### config.mk
export PLATFORM = sky130hd
export DESIGN_NAME = utf8_to_utf16_transcoder
export DESIGN_NICKNAME = d
export VERILOG_FILES = /design/src/u8to16_pkg.sv /design/src/u8to16_fifo.sv /design/src/u8to16_front.sv /design/src/u8to16_back.sv /design/src/utf8_to_utf16_transcoder.sv
export SDC_FILE = /design/constraint.sdc
export NUM_CORES = 1
export LEC_CHECK = 0
export BUFFER_PORTS_ARGS = -buffer_cell sky130_fd_sc_hd__buf_2
export CAP_MARGIN = 20
export CORE_MARGIN = 8
export CORE_UTILIZATION = 34
export DETAILED_ROUTE_END_ITERATION = 7
export SLEW_MARGIN = 20
export SYNTH_ARGS = -nofsm -noshare
export SYNTH_HDL_FRONTEND = slang
export SYNTH_SLANG_ARGS = --single-unit
### constraint.sdc
create_clock -name clk -period 4.85 [get_ports clk]
set_clock_uncertainty 0.2 [all_clocks]
set_input_delay 0.2425 -clock clk [delete_from_list [all_inputs] [get_ports clk]]
set_output_delay 0.2425 -clock clk [all_outputs]
set_load 0.01 [all_outputs]
### src/u8to16_pkg.sv
// Types, constants and the lead-byte classifier of the UTF-8 to UTF-16 transcoder.
// No dependencies; every other file of the block but the queue and the macro header imports it.
package u8to16_pkg;

	// Class of a byte, taken from its top five bits.
	typedef enum logic [2:0] {
		CLS_CONT  = 3'd0,
		CLS_ASCII = 3'd1,
		CLS_LEAD2 = 3'd2,
		CLS_LEAD3 = 3'd3,
		CLS_LEAD4 = 3'd4,
		CLS_BAD   = 3'd5
	} byte_cls_t;

	localparam logic [15:0] REPL_RESET = 16'd63;
	localparam logic [15:0] SURR_HIGH  = 16'hD800;
	localparam logic [15:0] SURR_LOW   = 16'hDC00;
	localparam logic [20:0] SUPP_BASE  = 21'h10000;

	// One byte of the input string.
	typedef struct packed {
		logic [7:0] data_byte;
		logic       string_end;
	} utf8_item_t;

	// One UTF-16 code unit with its markers.
	typedef struct packed {
		logic [15:0] code_unit;
		logic        run_last;
		logic        string_last;
	} utf16_item_t;

	// Work for the back end: some replacement units, then up to two literal units.
	typedef struct packed {
		logic [2:0]  rep_cnt;
		logic [1:0]  lit_cnt;
		logic [15:0] lit0;
		logic [15:0] lit1;
		logic        string_end;
	} job_t;

	function automatic byte_cls_t lead_class(input logic [4:0] top);
		byte_cls_t c;
		case (top) inside
			[5'd0:5'd15]:  c = CLS_ASCII;
			[5'd16:5'd23]: c = CLS_CONT;
			[5'd24:5'd27]: c = CLS_LEAD2;
			[5'd28:5'd29]: c = CLS_LEAD3;
			5'd30:         c = CLS_LEAD4;
			default:       c = CLS_BAD;
		endcase
		return c;
	endfunction

endpackage

### src/u8to16_fifo.sv
// Small register queue used between the front end, back end and result port.
// No package dependency.
module u8to16_fifo #(
	parameter int WIDTH = 8,
	parameter int DEPTH = 4
) (
	input  logic             clk,
	input  logic             arst_n,
	input  logic             push,
	input  logic [WIDTH-1:0] wdata,
	output logic             full,
	input  logic             pop,
	output logic [WIDTH-1:0] rdata,
	output logic             empty
);
	localparam int AW = (DEPTH > 1) ? $clog2(DEPTH) : 1;
	localparam int CW = $clog2(DEPTH + 1);

	logic [WIDTH-1:0] mem_q [DEPTH];
	logic [AW-1:0]    wr_ptr_q;
	logic [AW-1:0]    rd_ptr_q;
	logic [CW-1:0]    cnt_q;
	logic             do_push;
	logic             do_pop;

	assign full    = (cnt_q == CW'(DEPTH));
	assign empty   = (cnt_q == '0);
	assign do_push = push && !full;
	assign do_pop  = pop && !empty;
	assign rdata   = mem_q[rd_ptr_q];

	// Storage; entries need no reset since the count guards every read.
	always_ff @(posedge clk) begin
		if (do_push) begin
			mem_q[wr_ptr_q] <= wdata;
		end
	end

	// Pointers and fill count.
	always_ff @(posedge clk or negedge arst_n) begin
		if (!arst_n) begin
			wr_ptr_q <= '0;
			rd_ptr_q <= '0;
			cnt_q    <= '0;
		end else begin
			if (do_push) begin
				wr_ptr_q <= (wr_ptr_q == AW'(DEPTH - 1)) ? '0 : wr_ptr_q + AW'(1);
			end
			if (do_pop) begin
				rd_ptr_q <= (rd_ptr_q == AW'(DEPTH - 1)) ? '0 : rd_ptr_q + AW'(1);
			end
			if (do_push && !do_pop) begin
				cnt_q <= cnt_q + CW'(1);
			end else if (do_pop && !do_push) begin
				cnt_q <= cnt_q - CW'(1);
			end
		end
	end

endmodule

### src/u8to16_front.sv
// Front end: classifies each byte, tracks the open sequence and builds at most one job per byte.
// Depends on u8to16_pkg.
module u8to16_front (
	input  logic                    clk,
	input  logic                    arst_n,
	input  logic                    take,
	input  u8to16_pkg::utf8_item_t  utf8,
	output logic                    job_push,
	output u8to16_pkg::job_t        job
);
	import u8to16_pkg::*;

	logic [7:0]  pbyte_q [3];
	logic [1:0]  pcnt_q;
	logic [1:0]  need_q;

	logic [7:0]  b;
	logic        str_end;
	byte_cls_t   cls;
	logic        fresh;
	logic [2:0]  reps;
	logic [1:0]  lits;
	logic [15:0] lit0;
	logic [15:0] lit1;
	logic [20:0] cp;
	logic [20:0] v;
	logic [1:0]  pcnt_d;
	logic [1:0]  need_d;
	logic        pb_we;
	logic [1:0]  pb_idx;

	assign b       = utf8.data_byte;
	assign str_end = utf8.string_end;
	assign cls     = lead_class(b[7:3]);

	// Code point of a sequence that this continuation completes.
	always_comb begin
		case (need_q)
			2'd1:    cp = {10'd0, pbyte_q[0][4:0], b[5:0]};
			2'd2:    cp = {5'd0, pbyte_q[0][3:0], pbyte_q[1][5:0], b[5:0]};
			2'd3:    cp = {pbyte_q[0][2:0], pbyte_q[1][5:0], pbyte_q[2][5:0], b[5:0]};
			default: cp = '0;
		endcase
		v = cp - SUPP_BASE;
	end

	// Decision for the byte on the input.
	always_comb begin
		fresh  = 1'b1;
		reps   = '0;
		lits   = '0;
		lit0   = '0;
		lit1   = '0;
		pcnt_d = pcnt_q;
		need_d = need_q;
		pb_we  = 1'b0;
		pb_idx = pcnt_q;

		if (pcnt_q != 2'd0) begin
			if (cls == CLS_CONT) begin
				fresh = 1'b0;
				if (pcnt_q == need_q) begin
					pcnt_d = '0;
					need_d = '0;
					if (cp[20:16] != 5'd0) begin
						lits = 2'd2;
						lit0 = SURR_HIGH + {5'd0, v[20:10]};
						lit1 = SURR_LOW + {6'd0, v[9:0]};
					end else begin
						lits = 2'd1;
						lit0 = cp[15:0];
					end
				end else if (str_end || pcnt_q == 2'd3) begin
					// Cut-off sequence: every held byte plus this one is undecodable.
					reps   = {1'b0, pcnt_q} + 3'd1;
					pcnt_d = '0;
					need_d = '0;
				end else begin
					pb_we  = 1'b1;
					pcnt_d = pcnt_q + 2'd1;
				end
			end else begin
				// Broken sequence: flush held bytes, then treat this byte afresh.
				reps   = {1'b0, pcnt_q};
				pcnt_d = '0;
				need_d = '0;
			end
		end

		if (fresh) begin
			case (cls)
				CLS_ASCII: begin
					lits = 2'd1;
					lit0 = {8'd0, b};
				end
				CLS_CONT, CLS_BAD: begin
					reps = reps + 3'd1;
				end
				default: begin
					if (str_end) begin
						reps = reps + 3'd1;
					end else begin
						pb_we  = 1'b1;
						pb_idx = 2'd0;
						pcnt_d = 2'd1;
						need_d = (cls == CLS_LEAD2) ? 2'd1 : (cls == CLS_LEAD3) ? 2'd2 : 2'd3;
					end
				end
			endcase
		end
	end

	assign job.rep_cnt    = reps;
	assign job.lit_cnt    = lits;
	assign job.lit0       = lit0;
	assign job.lit1       = lit1;
	assign job.string_end = str_end;
	assign job_push       = take && (reps != 3'd0 || lits != 2'd0);

	// Held bytes of the open sequence.
	always_ff @(posedge clk) begin
		if (take && pb_we) begin
			pbyte_q[pb_idx] <= b;
		end
	end

	// Sequence bookkeeping.
	always_ff @(posedge clk or negedge arst_n) begin
		if (!arst_n) begin
			pcnt_q <= '0;
			need_q <= '0;
		end else if (take) begin
			pcnt_q <= pcnt_d;
			need_q <= need_d;
		end
	end

endmodule

### src/u8to16_back.sv
// Back end: expands the oldest job into code units, one unit per cycle while a job waits and the result queue has room.
// Depends on u8to16_pkg.
module u8to16_back (
	input  logic                    clk,
	input  logic                    arst_n,
	input  u8to16_pkg::job_t        job,
	input  logic                    job_empty,
	output logic                    job_pop,
	input  logic [15:0]             repl_unit,
	input  logic                    out_full,
	output logic                    out_push,
	output u8to16_pkg::utf16_item_t out_item
);
	import u8to16_pkg::*;

	logic [2:0] k_q;
	logic [2:0] total;
	logic       last;
	logic       emit;

	assign total = job.rep_cnt + {1'b0, job.lit_cnt};
	assign last  = (k_q == total - 3'd1);
	assign emit  = !job_empty && !out_full;

	// Replacement units come first, then the literal units.
	always_comb begin
		if (k_q < job.rep_cnt) begin
			out_item.code_unit = repl_unit;
		end else if (k_q == job.rep_cnt) begin
			out_item.code_unit = job.lit0;
		end else begin
			out_item.code_unit = job.lit1;
		end
		out_item.run_last    = last;
		out_item.string_last = last && job.string_end;
	end

	assign out_push = emit;
	assign job_pop  = emit && last;

	// Position within the current job.
	always_ff @(posedge clk or negedge arst_n) begin
		if (!arst_n) begin
			k_q <= '0;
		end else if (emit) begin
			k_q <= last ? '0 : k_q + 3'd1;
		end
	end

endmodule

### src/utf8_to_utf16_transcoder.sv
// UTF-8 to UTF-16 transcoder: one byte in per cycle, code units out through a small queue.
// A byte is accepted on push && !full; in steady state with ASCII or other single-unit
// results the block sustains one byte per cycle, and the first unit of a byte reaches the
// result port through the job queue and then the result queue. The back end emits one
// code unit per cycle while the result queue has room, so a byte that yields n units
// (two for a surrogate pair, up to four for an error flush) holds the back end until all
// n are out; a JOBQ_DEPTH-entry job queue between front and back absorbs such bursts before
// full rises. Bytes that only open or extend a sequence produce no units. The replacement
// unit resets to '?' and is written over the cfg channel, which is always ready.
// Depends on u8to16_pkg, u8to16_fifo, u8to16_front and u8to16_back.
module utf8_to_utf16_transcoder #(
	parameter int JOBQ_DEPTH = 4
) (
	input  logic                    clk,
	input  logic                    arst_n,
	input  logic                    push,
	output logic                    full,
	input  u8to16_pkg::utf8_item_t  utf8,
	output logic                    empty,
	input  logic                    pop,
	output u8to16_pkg::utf16_item_t utf16,
	input  logic                    cfg_valid,
	output logic                    cfg_ready,
	input  logic [15:0]             cfg_data
);
	import u8to16_pkg::*;

	localparam int JW = $bits(job_t);
	localparam int UW = $bits(utf16_item_t);

	logic [15:0]   repl_q;
	logic          take;
	logic          job_push;
	job_t          job_in;
	job_t          job_head;
	logic [JW-1:0] job_rdata;
	logic          job_full;
	logic          job_empty;
	logic          job_pop;
	logic          out_full;
	logic          out_push;
	utf16_item_t   out_item;
	logic [UW-1:0] out_rdata;

	assign cfg_ready = 1'b1;
	assign full      = job_full;
	assign take      = push && !job_full;

	// Replacement unit register.
	always_ff @(posedge clk or negedge arst_n) begin
		if (!arst_n) begin
			repl_q <= REPL_RESET;
		end else if (cfg_valid && cfg_ready) begin
			repl_q <= cfg_data;
		end
	end

	u8to16_front u_front (
		.clk      (clk),
		.arst_n   (arst_n),
		.take     (take),
		.utf8     (utf8),
		.job_push (job_push),
		.job      (job_in)
	);

	u8to16_fifo #(
		.WIDTH (JW),
		.DEPTH (JOBQ_DEPTH)
	) u_jobq (
		.clk    (clk),
		.arst_n (arst_n),
		.push   (job_push),
		.wdata  (JW'(job_in)),
		.full   (job_full),
		.pop    (job_pop),
		.rdata  (job_rdata),
		.empty  (job_empty)
	);

	assign job_head = job_t'(job_rdata);

	u8to16_back u_back (
		.clk       (clk),
		.arst_n    (arst_n),
		.job       (job_head),
		.job_empty (job_empty),
		.job_pop   (job_pop),
		.repl_unit (repl_q),
		.out_full  (out_full),
		.out_push  (out_push),
		.out_item  (out_item)
	);

	u8to16_fifo #(
		.WIDTH (UW),
		.DEPTH (2)
	) u_outq (
		.clk    (clk),
		.arst_n (arst_n),
		.push   (out_push),
		.wdata  (UW'(out_item)),
		.full   (out_full),
		.pop    (pop),
		.rdata  (out_rdata),
		.empty  (empty)
	);

	assign utf16 = utf16_item_t'(out_rdata);

endmodule

==> run_results.csv <==
group,metric,value,unit
run_status,status,"complete, no violations",
worst_setup_path,rr_startpoint,"u_front.pcnt_q[0]$_DFFE_PN0P_",
finish,mostFrequentLayoutCells,"185 x edfxtp_1, 56 x nand2_1, 49 x buf_2",
yosys,avgSynthCellArea,15.9,um^2
yosys,syn_inst,593,
timing,worst_slew_pin_slew,991,ps
timing,min_period_over_period,0.813,
timing,relSlewSlack,0.340,
pwr,power,7.22,mW
timing,drv_slew,0,
yosys,synthSimpleGateAreaFrac,0.0670,
worst_setup_path,reg2reg_to,"u_jobq.cnt_q[2]$_DFFE_PN0P_",
worst_setup_path,critPathRequiredTime,5060,ps
global_routing,grt_pass1_vias,5535,
detailed_routing,first_iter_violations,426,
finish,fin_nets,727,
clock_tree,cts_hold_buf,29,
clock_tree,clk_path_buf_depth,3,
floorplan,initial_core_util,0.342,
timing,finalHoldViolCount,0,
hold_path,worstHoldEndpoint,"repl_q[13]$_DFFE_PN0P_",
yosys,syn-num-nets,643,
yosys,synth_ff_type,"edfxtp_1",
detailed_routing,antenna_left,0,
detailed_routing,routedWlPerCell,17.9,um
timing,max_freq,0.254,GHz
yosys,synth_compound_area_frac,0.0462,
clock_tree,cts_sinks,219,
flow_run,cap_violations,0,
yosys,synth_edf_count,185,
finish,stdcell_area,11200,um^2
hold_path,hold_path.class,"in -> reg",
worst_setup_path,r2r_slack,910,ps
finish,syn_to_final_growth,18.3,%
global_routing,grt_max_degree,35,
yosys,synth_top_family_by_area,"multiplexers",
placed_design,gp_congestion,0.854,
detailed_routing,drc,0,
finish,drive_above_1_share,0.273,
worst_setup_path,critical_path.max_fanout,9,
pwr,powerDensity,647,nW/um^2
timing,rsz0062_at_grt,"no",
worst_setup_path,cp-end-kind,"flip-flop",
detailed_routing,vias,5138,
yosys,syn_area,9430,um^2
placed_design,portBuffers,49,
worst_setup_path,cpMaxStageDelayCell,"dfrtp_1",
yosys,synth-adder-area-share,0.0273,
worst_setup_path,cp-start-kind,"flip-flop",
global_routing,grt_pass1_wl,30.7,mm
clock_tree,cts-resized-gates,0,
clock_tree,cts_root_buf,"clkbuf_16",
floorplan,chipHeight,183,um
timing,finalSetupViolations,0,
yosys,yosysWarnings,0,
floorplan,io_pins,51,
placed_design,dp_hpwl,12.6,mm
detailed_routing,vias_per_cell,4.80,
yosys,ys_seq_area_frac,0.680,
finish,layout_commonest_cell,"edfxtp_1",
clock_tree,numCtsBuffers,23,
pwr,ir_worst_vdd,0.269,mV
clock_tree,cts_tree,"done",
yosys,synthXorXnorAreaFrac,0.0183,
floorplan,fp.dieW,183,um
timing,period_needed,3940,ps
worst_setup_path,r2r_cells,16,
finish,diodes,0,
yosys,synthMuxAreaShare,0.138,
global_routing,gr-total-overflow,0,
hold_path,hold_start,"cfg_valid",
floorplan,die-area,33300,um^2
yosys,ys_types,50,
placed_design,dpl_cell_area,10100,um^2
detailed_routing,wirelength,19.1,mm
yosys,async_flop_share,0.155,
clock_tree,cts_setup_buffers,0,
clock_tree,htreeDepth,1,
pwr,power_leakage,3.97,nW
global_routing,track_usage,0.115,
global_routing,grt_antenna_before_repair,0,
yosys,synth_seq_cells,219,
clock_tree,cts.clk_slew.worst_paths,60,ps
timing,tns,0,ps
worst_setup_path,max_stage_delay,530,ps
clock_tree,clock_latency,490,ps
hold_path,hold_depth,2,
worst_setup_path,path_cells,"inv_1 -> ha_1 -> or2_2 -> a2111oi_4 -> or2_4 -> ha_1 -> inv_1 -> o2111ai_1 -> o31ai_4 -> a31oi_4 -> ha_1 -> inv_1 -> fa_1 -> xor2_1 -> nor2_1 -> xor2_1",
detailed_routing,drtPass1Iterations,4,
floorplan,rows,61,
worst_setup_path,cp.arrival,4160,ps
worst_setup_path,crit_type,"reg -> reg",
floorplan,core,27600,um^2
## critical path: cells and delay by family, from the launching register on
kind	cells	cell delay (ps)
buf+inv	3	250
fa+ha+maj	4	1030
simple gates	3	680
compound gates	4	840
xor+xnor	2	320
flops	1	530
## state kept, by name (all words and copies together), names as in the netlist
signal and count:
u_outq.mem_q 36, repl_q 16, u_front.pbyte_q 17, u_jobq.mem_q 132, u_jobq.wr_ptr_q 2, u_front.need_q 2, u_outq.cnt_q 2, u_front.pcnt_q 2
u_back.k_q 3, u_outq.wr_ptr_q 1, u_outq.rd_ptr_q 1, u_jobq.cnt_q 3, u_jobq.rd_ptr_q 2
## layout make-up
| class | instances | area (um^2) |
|---|---|---|
| Clock buffer | 31 | 626 |
| Tap cell | 378 | 473 |
| Timing Repair Buffer | 86 | 596 |
| Multi-Input combinational cell | 321 | 2800 |
| Sequential cell | 219 | 6410 |
| Fill cell | 2440 | 16400 |
| Inverter | 26 | 97.6 |
| Clock inverter | 10 | 149 |
## routing by layer
layer / vias to the layer above / global-route usage / share of wire
li1: 2399 / - / -
met1: 2600 / 0.157 / 0.47
met5: - / 0 / 0
met4: 0 / 0.0246 / 0.015
met2: 110 / 0.190 / 0.47
met3: 29 / 0.0221 / 0.045
## synth_stat cells (all sizes together), types with 3 or more instances
cell type,n,area (um^2)
edfxtp,185,5560
nand2,56,210
mux2,49,559
nor2,35,131
mux4,33,743
dfrtp,28,701
inv,26,97.6
clkbuf,19,71.3
ha,19,238
a31oi,17,121
o21ai,16,80.1
and2,13,83.8
xnor2,12,120
a21oi,9,45.0
nand3,9,45.0
buf,8,45.0
dfstp,6,158
xor2,6,52.6
a22oi,5,37.5
nand2b,5,31.3
o22ai,5,31.3
nor3,4,20.0
or2,4,27.5
nor2b,3,18.8
## per-stage QoR
step | hold slack (ps) | utilization | std cells | setup slack, ps
6_report | 35.3 | 0.405 | 1071 | 905
3_3_place_gp | 254 | 0.366 | 1001 | 1130
2_1_floorplan | -253 | - | 593 | 936
3_5_place_dp | 268 | 0.366 | 1001 | 981
4_1_cts | 21.1 | 0.405 | 1071 | 937
5_1_grt | 68.5 | 0.405 | 1071 | 610
## where the power goes
group          leakage [nW]  total, mW  switching, mW  internal (mW)
combinational          1.46       2.49           1.42           1.08
sequential             2.13       2.95          0.255           2.69
clock                 0.383       1.78          0.669           1.11
total                  3.97       7.22           2.34           4.88
## logic make-up (layout without fill, tap and decap cells)
kind of cell / Yosys count / count (layout)
buf+inv: 53 / 153
mux: 82 / 82
flops: 219 / 219
compound gates: 62 / 62
xor+xnor: 18 / 18
fa+ha+maj: 20 / 20
other cells: 1 / 1
simple gates: 138 / 138
## worst max path at each step
stage,cells after the start,end,startpoint
after floorplan,17,u_jobq.cnt_q[1]$_DFFE_PN0P_,u_jobq.rd_ptr_q[0]$_DFFE_PN0P_
after global placement,15,u_jobq.cnt_q[1]$_DFFE_PN0P_,u_jobq.rd_ptr_q[0]$_DFFE_PN0P_
after detailed placement,16,u_jobq.cnt_q[2]$_DFFE_PN0P_,u_front.pcnt_q[0]$_DFFE_PN0P_
after CTS,16,u_jobq.cnt_q[2]$_DFFE_PN0P_,u_front.pcnt_q[0]$_DFFE_PN0P_
after global routing,16,u_jobq.cnt_q[2]$_DFFE_PN0P_,u_front.pcnt_q[0]$_DFFE_PN0P_
final,16,u_jobq.cnt_q[2]$_DFFE_PN0P_,u_front.pcnt_q[0]$_DFFE_PN0P_
Note: power is estimated with default switching activity, not from simulation.
